===== src/rtl/dnle_pkg.sv =====
`timescale 1ns / 1ps
// ----------------------------------------------------------------------------
// dnle_pkg
// Shared types and constants for the domain name label encoder.
// ----------------------------------------------------------------------------
package dnle_pkg;

    localparam int MAX_LABEL = 62;
    localparam int LEN_W     = $clog2(MAX_LABEL + 1);
    localparam int CHAR_W    = 8;
    localparam int TOTAL_W   = 11;
    localparam int CAP_W     = 11;

    localparam logic [CHAR_W-1:0]  DOT_CHAR  = 8'h2E;
    localparam logic [CHAR_W-1:0]  NUL_CHAR  = 8'h00;
    localparam logic [CAP_W-1:0]   CAP_RESET = 11'd256;
    localparam logic [TOTAL_W-1:0] TOTAL_MAX = '1;

    typedef logic [CHAR_W-1:0] char_t;
    typedef logic [LEN_W-1:0]  len_t;

    typedef struct packed {
        logic load;
        logic shift;
    } cell_ctrl_t;

endpackage


===== src/rtl/dnle_if.sv =====
`timescale 1ns / 1ps
// ----------------------------------------------------------------------------
// dnle_name_if / dnle_wire_if
// Valid/ready channels for name characters and wire-format bytes.
// ----------------------------------------------------------------------------
interface dnle_name_if;
    logic       valid;
    logic       ready;
    logic [7:0] name_char;
    logic       end_of_name;

    modport source (output valid, output name_char, output end_of_name, input ready);
    modport sink   (input valid, input name_char, input end_of_name, output ready);
endinterface

interface dnle_wire_if;
    logic       valid;
    logic       ready;
    logic [7:0] wire_byte;
    logic       last;
    logic       too_big;
    logic       label_too_long;

    modport source (output valid, output wire_byte, output last, output too_big,
                    output label_too_long, input ready);
    modport sink   (input valid, input wire_byte, input last, input too_big,
                    input label_too_long, output ready);
endinterface


===== src/rtl/dnle_cell.sv =====
`timescale 1ns / 1ps
// ----------------------------------------------------------------------------
// dnle_cell
// One character slot of the label buffer; loads from the input or takes
// its upper neighbor's character when the label is drained.
// ----------------------------------------------------------------------------
module dnle_cell (
    input  logic                 clk,
    input  dnle_pkg::cell_ctrl_t ctrl,
    input  dnle_pkg::char_t      char_in,
    input  dnle_pkg::char_t      neighbor_in,
    output dnle_pkg::char_t      char_out
);
    import dnle_pkg::*;

    char_t char_reg;
    char_t char_next;

    always_comb
    begin
        char_next = char_reg;
        if (ctrl.load)
        begin
            char_next = char_in;
        end
        else if (ctrl.shift)
        begin
            char_next = neighbor_in;
        end
    end

    always_ff @(posedge clk)
    begin
        char_reg <= char_next;
    end

    assign char_out = char_reg;

endmodule


===== src/rtl/dns_name_label_encoder_core.sv =====
`timescale 1ns / 1ps
// ----------------------------------------------------------------------------
// dns_name_label_encoder_core
// Dotted domain name to DNS wire-format label encoder.
// ----------------------------------------------------------------------------
// Usage:
//   name_ch carries one character item per handshake; an item with
//   end_of_name set closes the name. wire_ch returns the encoded bytes:
//   a length byte and the characters for each label, then a zero byte with
//   last set, carrying too_big and label_too_long for the whole name.
//   cfg_we/cfg_wdata set the wire capacity (reset value 256) while idle.
// Timing:
//   Plain characters do not drop name_ch.ready, so they stream at one per
//   cycle. A dot holds name_ch.ready low while the length byte is sent and
//   the characters leave through a row of 62 cells that shifts one character
//   per cycle toward the output while wire_ch is not stalled. The end item
//   does the same for any pending label, then sends the zero byte. After the
//   dot or end item is taken, S_LEN (or S_TERM) loads the first output byte.
//   A stall on wire_ch holds the drain; nothing is dropped.
// Reset:
//   rst_n clears the label count, byte count, flags and the output register.
// ----------------------------------------------------------------------------
module dns_name_label_encoder_core (
    input  logic                      clk,
    input  logic                      rst_n,
    dnle_name_if.sink                 name_ch,
    dnle_wire_if.source               wire_ch,
    input  logic                      cfg_we,
    input  logic [dnle_pkg::CAP_W-1:0] cfg_wdata
);
    import dnle_pkg::*;

    typedef enum logic [1:0] {
        S_IDLE,
        S_LEN,
        S_CHARS,
        S_TERM
    } state_t;

    state_t              state_reg, state_next;
    len_t                len_reg, len_next;
    len_t                rem_reg, rem_next;
    logic [TOTAL_W-1:0]  total_reg, total_next;
    logic                overlong_reg, overlong_next;
    logic                end_pend_reg, end_pend_next;
    logic [CAP_W-1:0]    cap_reg, cap_next;

    logic                out_valid_reg, out_valid_next;
    char_t               byte_reg, byte_next;
    logic                last_reg, last_next;
    logic                big_reg, big_next;
    logic                long_reg, long_next;

    logic                accept;
    logic                slot_free;
    logic                load_en;
    logic                shift_en;
    logic [TOTAL_W:0]    sum;
    logic [TOTAL_W-1:0]  sat_sum;
    logic [LEN_W:0]      add_n;

    char_t               cell_q [MAX_LABEL];

    assign accept    = name_ch.valid && name_ch.ready;
    assign slot_free = !out_valid_reg || wire_ch.ready;
    assign load_en   = accept && !name_ch.end_of_name && (name_ch.name_char != DOT_CHAR)
                       && (len_reg < len_t'(MAX_LABEL));
    assign shift_en  = (state_reg == S_CHARS) && slot_free;

    genvar gi;
    generate
        for (gi = 0; gi < MAX_LABEL; gi++)
        begin : g_cell
            cell_ctrl_t ctrl;
            char_t      nbr;
            assign ctrl.load  = load_en && (len_reg == len_t'(gi));
            assign ctrl.shift = shift_en;
            if (gi == MAX_LABEL - 1)
            begin : g_end
                assign nbr = NUL_CHAR;
            end
            else
            begin : g_mid
                assign nbr = cell_q[gi+1];
            end
            dnle_cell u_cell (
                .clk         (clk),
                .ctrl        (ctrl),
                .char_in     (name_ch.name_char),
                .neighbor_in (nbr),
                .char_out    (cell_q[gi])
            );
        end
    endgenerate

    // byte count, saturating
    always_comb
    begin
        add_n = (state_reg == S_LEN) ? ({1'b0, len_reg} + 1'b1) : (LEN_W+1)'(1);
        sum   = {1'b0, total_reg} + (TOTAL_W+1)'(add_n);
        sat_sum = sum[TOTAL_W] ? TOTAL_MAX : sum[TOTAL_W-1:0];
    end

    always_comb
    begin
        state_next     = state_reg;
        len_next       = len_reg;
        rem_next       = rem_reg;
        total_next     = total_reg;
        overlong_next  = overlong_reg;
        end_pend_next  = end_pend_reg;
        cap_next       = cfg_we ? cfg_wdata : cap_reg;
        out_valid_next = out_valid_reg && !wire_ch.ready;
        byte_next      = byte_reg;
        last_next      = last_reg;
        big_next       = big_reg;
        long_next      = long_reg;

        unique case (state_reg)
            S_IDLE:
            begin
                if (accept)
                begin
                    if (name_ch.end_of_name)
                    begin
                        end_pend_next = 1'b1;
                        state_next    = (len_reg != '0) ? S_LEN : S_TERM;
                    end
                    else if (name_ch.name_char == DOT_CHAR)
                    begin
                        end_pend_next = 1'b0;
                        state_next    = S_LEN;
                    end
                    else if (load_en)
                    begin
                        len_next = len_reg + 1'b1;
                    end
                    else
                    begin
                        overlong_next = 1'b1;
                    end
                end
            end
            S_LEN:
            begin
                if (slot_free)
                begin
                    out_valid_next = 1'b1;
                    byte_next      = char_t'(len_reg);
                    last_next      = 1'b0;
                    big_next       = 1'b0;
                    long_next      = 1'b0;
                    total_next     = sat_sum;
                    rem_next       = len_reg;
                    len_next       = '0;
                    if (len_reg != '0)
                    begin
                        state_next = S_CHARS;
                    end
                    else
                    begin
                        state_next = end_pend_reg ? S_TERM : S_IDLE;
                    end
                end
            end
            S_CHARS:
            begin
                if (slot_free)
                begin
                    out_valid_next = 1'b1;
                    byte_next      = cell_q[0];
                    last_next      = 1'b0;
                    big_next       = 1'b0;
                    long_next      = 1'b0;
                    rem_next       = rem_reg - 1'b1;
                    if (rem_reg == len_t'(1))
                    begin
                        state_next = end_pend_reg ? S_TERM : S_IDLE;
                    end
                end
            end
            S_TERM:
            begin
                if (slot_free)
                begin
                    out_valid_next = 1'b1;
                    byte_next      = NUL_CHAR;
                    last_next      = 1'b1;
                    big_next       = sat_sum > cap_reg;
                    long_next      = overlong_reg;
                    total_next     = '0;
                    overlong_next  = 1'b0;
                    len_next       = '0;
                    end_pend_next  = 1'b0;
                    state_next     = S_IDLE;
                end
            end
            default:
            begin
                state_next = S_IDLE;
            end
        endcase
    end

    always_ff @(posedge clk or negedge rst_n)
    begin
        if (!rst_n)
        begin
            state_reg     <= S_IDLE;
            len_reg       <= '0;
            rem_reg       <= '0;
            total_reg     <= '0;
            overlong_reg  <= 1'b0;
            end_pend_reg  <= 1'b0;
            cap_reg       <= CAP_RESET;
            out_valid_reg <= 1'b0;
            byte_reg      <= '0;
            last_reg      <= 1'b0;
            big_reg       <= 1'b0;
            long_reg      <= 1'b0;
        end
        else
        begin
            state_reg     <= state_next;
            len_reg       <= len_next;
            rem_reg       <= rem_next;
            total_reg     <= total_next;
            overlong_reg  <= overlong_next;
            end_pend_reg  <= end_pend_next;
            cap_reg       <= cap_next;
            out_valid_reg <= out_valid_next;
            byte_reg      <= byte_next;
            last_reg      <= last_next;
            big_reg       <= big_next;
            long_reg      <= long_next;
        end
    end

    assign name_ch.ready          = (state_reg == S_IDLE);
    assign wire_ch.valid          = out_valid_reg;
    assign wire_ch.wire_byte      = byte_reg;
    assign wire_ch.last           = last_reg;
    assign wire_ch.too_big        = big_reg;
    assign wire_ch.label_too_long = long_reg;

    // flags only ride on the terminator
    a_flags_on_last: assert property (@(posedge clk) disable iff (!rst_n)
        (out_valid_reg && !last_reg) |-> (!big_reg && !long_reg))
        else $error("error flag on non-terminator item");

    // a dot always starts a flush
    a_dot_blocks: assert property (@(posedge clk) disable iff (!rst_n)
        (accept && !name_ch.end_of_name && name_ch.name_char == DOT_CHAR)
        |=> !name_ch.ready)
        else $error("dot accepted without flush");

    // label count never passes the cell row
    a_len_bound: assert property (@(posedge clk) disable iff (!rst_n)
        (len_reg <= len_t'(MAX_LABEL)) && (rem_reg <= len_t'(MAX_LABEL)))
        else $error("label count out of range");

    // the drain never starts with nothing left to send
    a_drain_nonzero: assert property (@(posedge clk) disable iff (!rst_n)
        (state_reg == S_CHARS) |-> (rem_reg != '0))
        else $error("drain with empty label");

endmodule


===== src/flat_wrapper.sv =====
// flat-port wrapper written by rule: the top's interface ports become plain ports
module dns_name_label_encoder_core_flat import dnle_pkg::*;
  (clk, rst_n, cfg_we, cfg_wdata, name_ch_valid, name_ch_name_char, name_ch_end_of_name, name_ch_ready, wire_ch_valid, wire_ch_wire_byte, wire_ch_last, wire_ch_too_big, wire_ch_label_too_long, wire_ch_ready);
  dnle_name_if name_ch_i ();
  dnle_wire_if wire_ch_i ();
  input  logic clk;
  input  logic rst_n;
  input  logic cfg_we;
  input  logic [dnle_pkg::CAP_W-1:0] cfg_wdata;
  input wire logic [$bits(name_ch_i.valid)-1:0] name_ch_valid;
  input wire logic [$bits(name_ch_i.name_char)-1:0] name_ch_name_char;
  input wire logic [$bits(name_ch_i.end_of_name)-1:0] name_ch_end_of_name;
  output wire logic [$bits(name_ch_i.ready)-1:0] name_ch_ready;
  output wire logic [$bits(wire_ch_i.valid)-1:0] wire_ch_valid;
  output wire logic [$bits(wire_ch_i.wire_byte)-1:0] wire_ch_wire_byte;
  output wire logic [$bits(wire_ch_i.last)-1:0] wire_ch_last;
  output wire logic [$bits(wire_ch_i.too_big)-1:0] wire_ch_too_big;
  output wire logic [$bits(wire_ch_i.label_too_long)-1:0] wire_ch_label_too_long;
  input wire logic [$bits(wire_ch_i.ready)-1:0] wire_ch_ready;
  assign name_ch_i.valid = name_ch_valid;
  assign name_ch_i.name_char = name_ch_name_char;
  assign name_ch_i.end_of_name = name_ch_end_of_name;
  assign name_ch_ready = name_ch_i.ready;
  assign wire_ch_valid = wire_ch_i.valid;
  assign wire_ch_wire_byte = wire_ch_i.wire_byte;
  assign wire_ch_last = wire_ch_i.last;
  assign wire_ch_too_big = wire_ch_i.too_big;
  assign wire_ch_label_too_long = wire_ch_i.label_too_long;
  assign wire_ch_i.ready = wire_ch_ready;
  dns_name_label_encoder_core u_core (.clk(clk), .rst_n(rst_n), .name_ch(name_ch_i), .wire_ch(wire_ch_i), .cfg_we(cfg_we), .cfg_wdata(cfg_wdata));
endmodule

===== config.mk =====
export PLATFORM = sky130hd
export DESIGN_NAME = dns_name_label_encoder_core_flat
export DESIGN_NICKNAME = d
export VERILOG_FILES = /design/src/rtl/dnle_pkg.sv /design/src/rtl/dnle_if.sv /design/src/rtl/dnle_cell.sv /design/src/rtl/dns_name_label_encoder_core.sv /design/src/flat_wrapper.sv
export SDC_FILE = /design/constraint.sdc
export NUM_CORES = 1
export LEC_CHECK = 0
export BUFFER_PORTS_ARGS = -buffer_cell sky130_fd_sc_hd__buf_4
export CAP_MARGIN = 25
export CORE_ASPECT_RATIO = 1.1
export CORE_MARGIN = 2
export CORE_UTILIZATION = 45
export DETAILED_ROUTE_END_ITERATION = 6
export PLACE_DENSITY_LB_ADDON = 0.15
export SLEW_MARGIN = 20
export SYNTH_ARGS = -nofsm -noshare
export SYNTH_HDL_FRONTEND = slang
export SYNTH_HIERARCHICAL = 1
export SYNTH_SLANG_ARGS = --single-unit

===== constraint.sdc =====
create_clock -name clk -period 5.4 [get_ports clk]
set_input_delay 0.27 -clock clk [delete_from_list [all_inputs] [get_ports clk]]
set_output_delay 0.27 -clock clk [all_outputs]
set_load 0.02 [all_outputs]

==> reports/qor.yml <==
die-area_mm2: 0.0621
hold_slack_ns: 0.0307
drtPass1Iterations: 5
io-pin-count: 38
synth_flop_cell: "edfxtp_1"
max_slew_margin: 0.300
hp-class: "input pin to flip-flop"
cp_max_fo: 11
die_y_um: 261
whs_endpoint: "u_core/state_reg[1]"
end_kind: "flip-flop"
ctsRootBufferMaster: "clkbuf_16"
slew_violations: 0
leakage_uw: 0.0111
die_w_um: 238
wl_mm: 54.7
final.setup.tns_ns: 0
num_vias: 13300
min_period_ns: 4.46
setup_slack_ns: 0.936
routabilityCongestion: 0.867
htreeDepth: 2
clk-insertion-delay-late_ns: 0.62
seq_area_frac_synth: 0.597
fill_cells: 4961
wl_per_cell_um: 22.1
reg2regPathDepth: 16
cts.sinks: 546
powerDensity_mw_per_mm2: 454
grt_overflow_total: 0
post-route-drc-count: 0
grt_pass1_vias: 14000
syn_inst: 1580
cts.repair.resized: 0
synth_edf_count: 496
core_region_area_mm2: 0.0596
cts_tree: "built"
final_core_util: 0.502
grt_pass1_wl_mm: 83.8
rsz0062_at_grt: "no"
post_drt_via_cell_ratio: 5.38
grt_max_degree: 63
pre_cts_ws_ns: 1.00
regArea_mm2: 0.0161
timing.final.hold_violations: 0
r2r_end: "u_core/wire_ch.too_big"
clockBufferDepth: 3
layout-drive-gt1-share: 0.388
ant_nets: 0
hold_depth: 3
synth.distinct_cells: 63
ys_seq_elements: 546
vdd_drop_max_mv: 0.246
post-route-period-util: 0.827
status: "finished clean"
area_delta_synth_final_pct: 10.8
clkSlewWorstSetupHoldPaths_ns: 0.06
antenna_found_initial: 1
hpwl_mm: 32.8
r2r_slack_ns: 0.94
setup_violations: 0
hp-start: "name_ch_end_of_name"
largest_register_ffs: 496
drtIter0Drc: 818
grtUsageTotal: 0.177
cap_violations: 0
arrival_ns: 4.96
cp_data_required_time_ns: 5.90
worst_pin_slew_ns: 1.05
r2r-start: "u_core/len_reg[2]"
start_util: 0.453
rows: 94
synthesis.area_mm2: 0.0270
hold_buffers: 28
nets: 1713
worstSetupStartpointType: "flip-flop"
numPortBuffers: 37
post-cts-setup-buffer-count: 0
ys_async_sr_fraction: 0.0916
multi_input_area_mm2: 0.0100
path_class: "flip-flop to flip-flop"
ys_warn_count: 6
fmax_mhz: 224
skew_ns: 0.0142
avgSynthCellArea_um2: 17.1
numCtsBuffers: 59
## cells by family (layout without fill, tap and decap cells)
family                     count (synthesis)  after routing  share of synthesized area
AOI/OAI and AO/OA                        114            114                     0.0274
xor gates and xnor gates                   5              5                    0.00162
adders and majority gates                 29             29                     0.0137
buffers and inverters                    111            232                     0.0328
DFF                                      546            546                      0.597
muxes                                    503            503                      0.278
other                                      1              9                   0.000139
and+or+nand+nor                          271            271                     0.0488
## routing by layer
| metal | GRT usage | part of all wire |
|---|---|---|
| met1 | 0.236 | 0.45 |
| met3 | 0.0335 | 0.045 |
| met2 | 0.300 | 0.49 |
| met4 | 0.0407 | 0.018 |
| met5 | 0 | 0 |
## worst max path at each step
stage                        endpoint  slack (ns)               from
2_1_floorplan  u_core/wire_ch.too_big        1.61  u_core/len_reg[3]
3_3_place_gp   u_core/wire_ch.too_big        1.09  u_core/len_reg[2]
3_5_place_dp   u_core/wire_ch.too_big        1.00  u_core/len_reg[2]
4_1_cts        u_core/wire_ch.too_big        0.96  u_core/len_reg[2]
5_1_grt        u_core/wire_ch.too_big        0.52  u_core/len_reg[2]
6_report       u_core/wire_ch.too_big        0.94  u_core/len_reg[2]
## cells in the mapped netlist (all sizes together) (2+ instances only)
cell / count / area share
a21boi: 2 / 0.00056
a21o: 4 / 0.0011
a21oi: 26 / 0.0048
a22o: 8 / 0.0026
a22oi: 4 / 0.0011
a311oi: 2 / 0.00088
and2: 6 / 0.0014
and4: 2 / 0.00065
buf: 66 / 0.027
clkbuf: 18 / 0.0025
dfrtp: 49 / 0.045
edfxtp: 496 / 0.55
ha: 28 / 0.013
inv: 27 / 0.0037
mux2: 501 / 0.28
mux2i: 2 / 0.00074
nand2: 56 / 0.0078
nand2b: 8 / 0.0019
nand3: 15 / 0.0028
nand4: 4 / 0.00093
nor2: 88 / 0.012
nor2b: 8 / 0.0019
nor3: 11 / 0.0020
o2111ai: 2 / 0.00065
o21a: 4 / 0.0011
o21ai: 41 / 0.0079
o21ba: 2 / 0.00074
o21bai: 3 / 0.00083
o22ai: 2 / 0.00046
o31a: 2 / 0.00065
o31ai: 2 / 0.00074
or2: 64 / 0.015
or3: 5 / 0.0012
xnor2: 3 / 0.00097
xor2: 2 / 0.00065
## area by class of cell
cell class	instances	share of cell area
Sequential cell	546	0.539
Multi-Input combinational cell	930	0.335
Clock buffer	70	0.0514
Tap cell	768	0.0321
Timing Repair Buffer	95	0.0262
Clock inverter	40	0.0129
Inverter	27	0.00338
Antenna cell	1	0.0000836
## metrics by stage
step                      std cells  area (µm²)  power (µW)
final                          2477       30000       13600
after global routing           2477       30000       14200
after CTS                      2469       29900       13700
after detailed placement       2331       27700        9590
after global placement         2331       27700        9540
after floorplan                1587       27100        8660
## worst max-delay path: stages (launching register included)
cell and delay [ns]:
dfrtp_1 0.53, and2_0 0.35, nand2_1 0.27, xnor2_1 0.18, and2_1 0.18, ha_1 0.37
and4_1 0.22, a311oi_2 0.07, o31ai_2 0.64, nand2b_1 0.22, ha_1 0.25, nor2b_1 0.13
o21ai_0 0.14, a21oi_1 0.09, a2111oi_0 0.32, o21ai_0 0.12, a32o_1 0.26
## cell usage in the layout (no fill, tap or decap), types with 3 or more instances in the layout
cell / instances
a22oi_1: 4
clkinv_2: 10
nor3_1: 11
clkinvlp_4: 4
nand2b_1: 8
ha_1: 28
clkbuf_1: 10
mux2_4: 496
clkinv_1: 16
or3_1: 5
xnor2_1: 3
o21ai_0: 37
nor2_1: 88
and2_1: 4
dfrtp_1: 49
nand2_1: 56
nand3_1: 15
clkbuf_16: 60
a21o_1: 4
nand4_1: 4
o21bai_1: 3
a22o_1: 8
bufinv_16: 7
buf_4: 67
o21a_1: 4
mux2_2: 4
edfxtp_1: 496
conb_1: 8
a21oi_1: 26
or2_1: 62
inv_1: 27
dlygate4sd3_1: 28
nor2b_1: 8
## where the power goes
group	switching [µW]	internal, µW	leakage [µW]
clock network	1670	2360	0.000932
logic	1680	1440	0.00503
registers	363	6070	0.00516
total	3710	9870	0.0111
(Power assumes the default switching activity.)
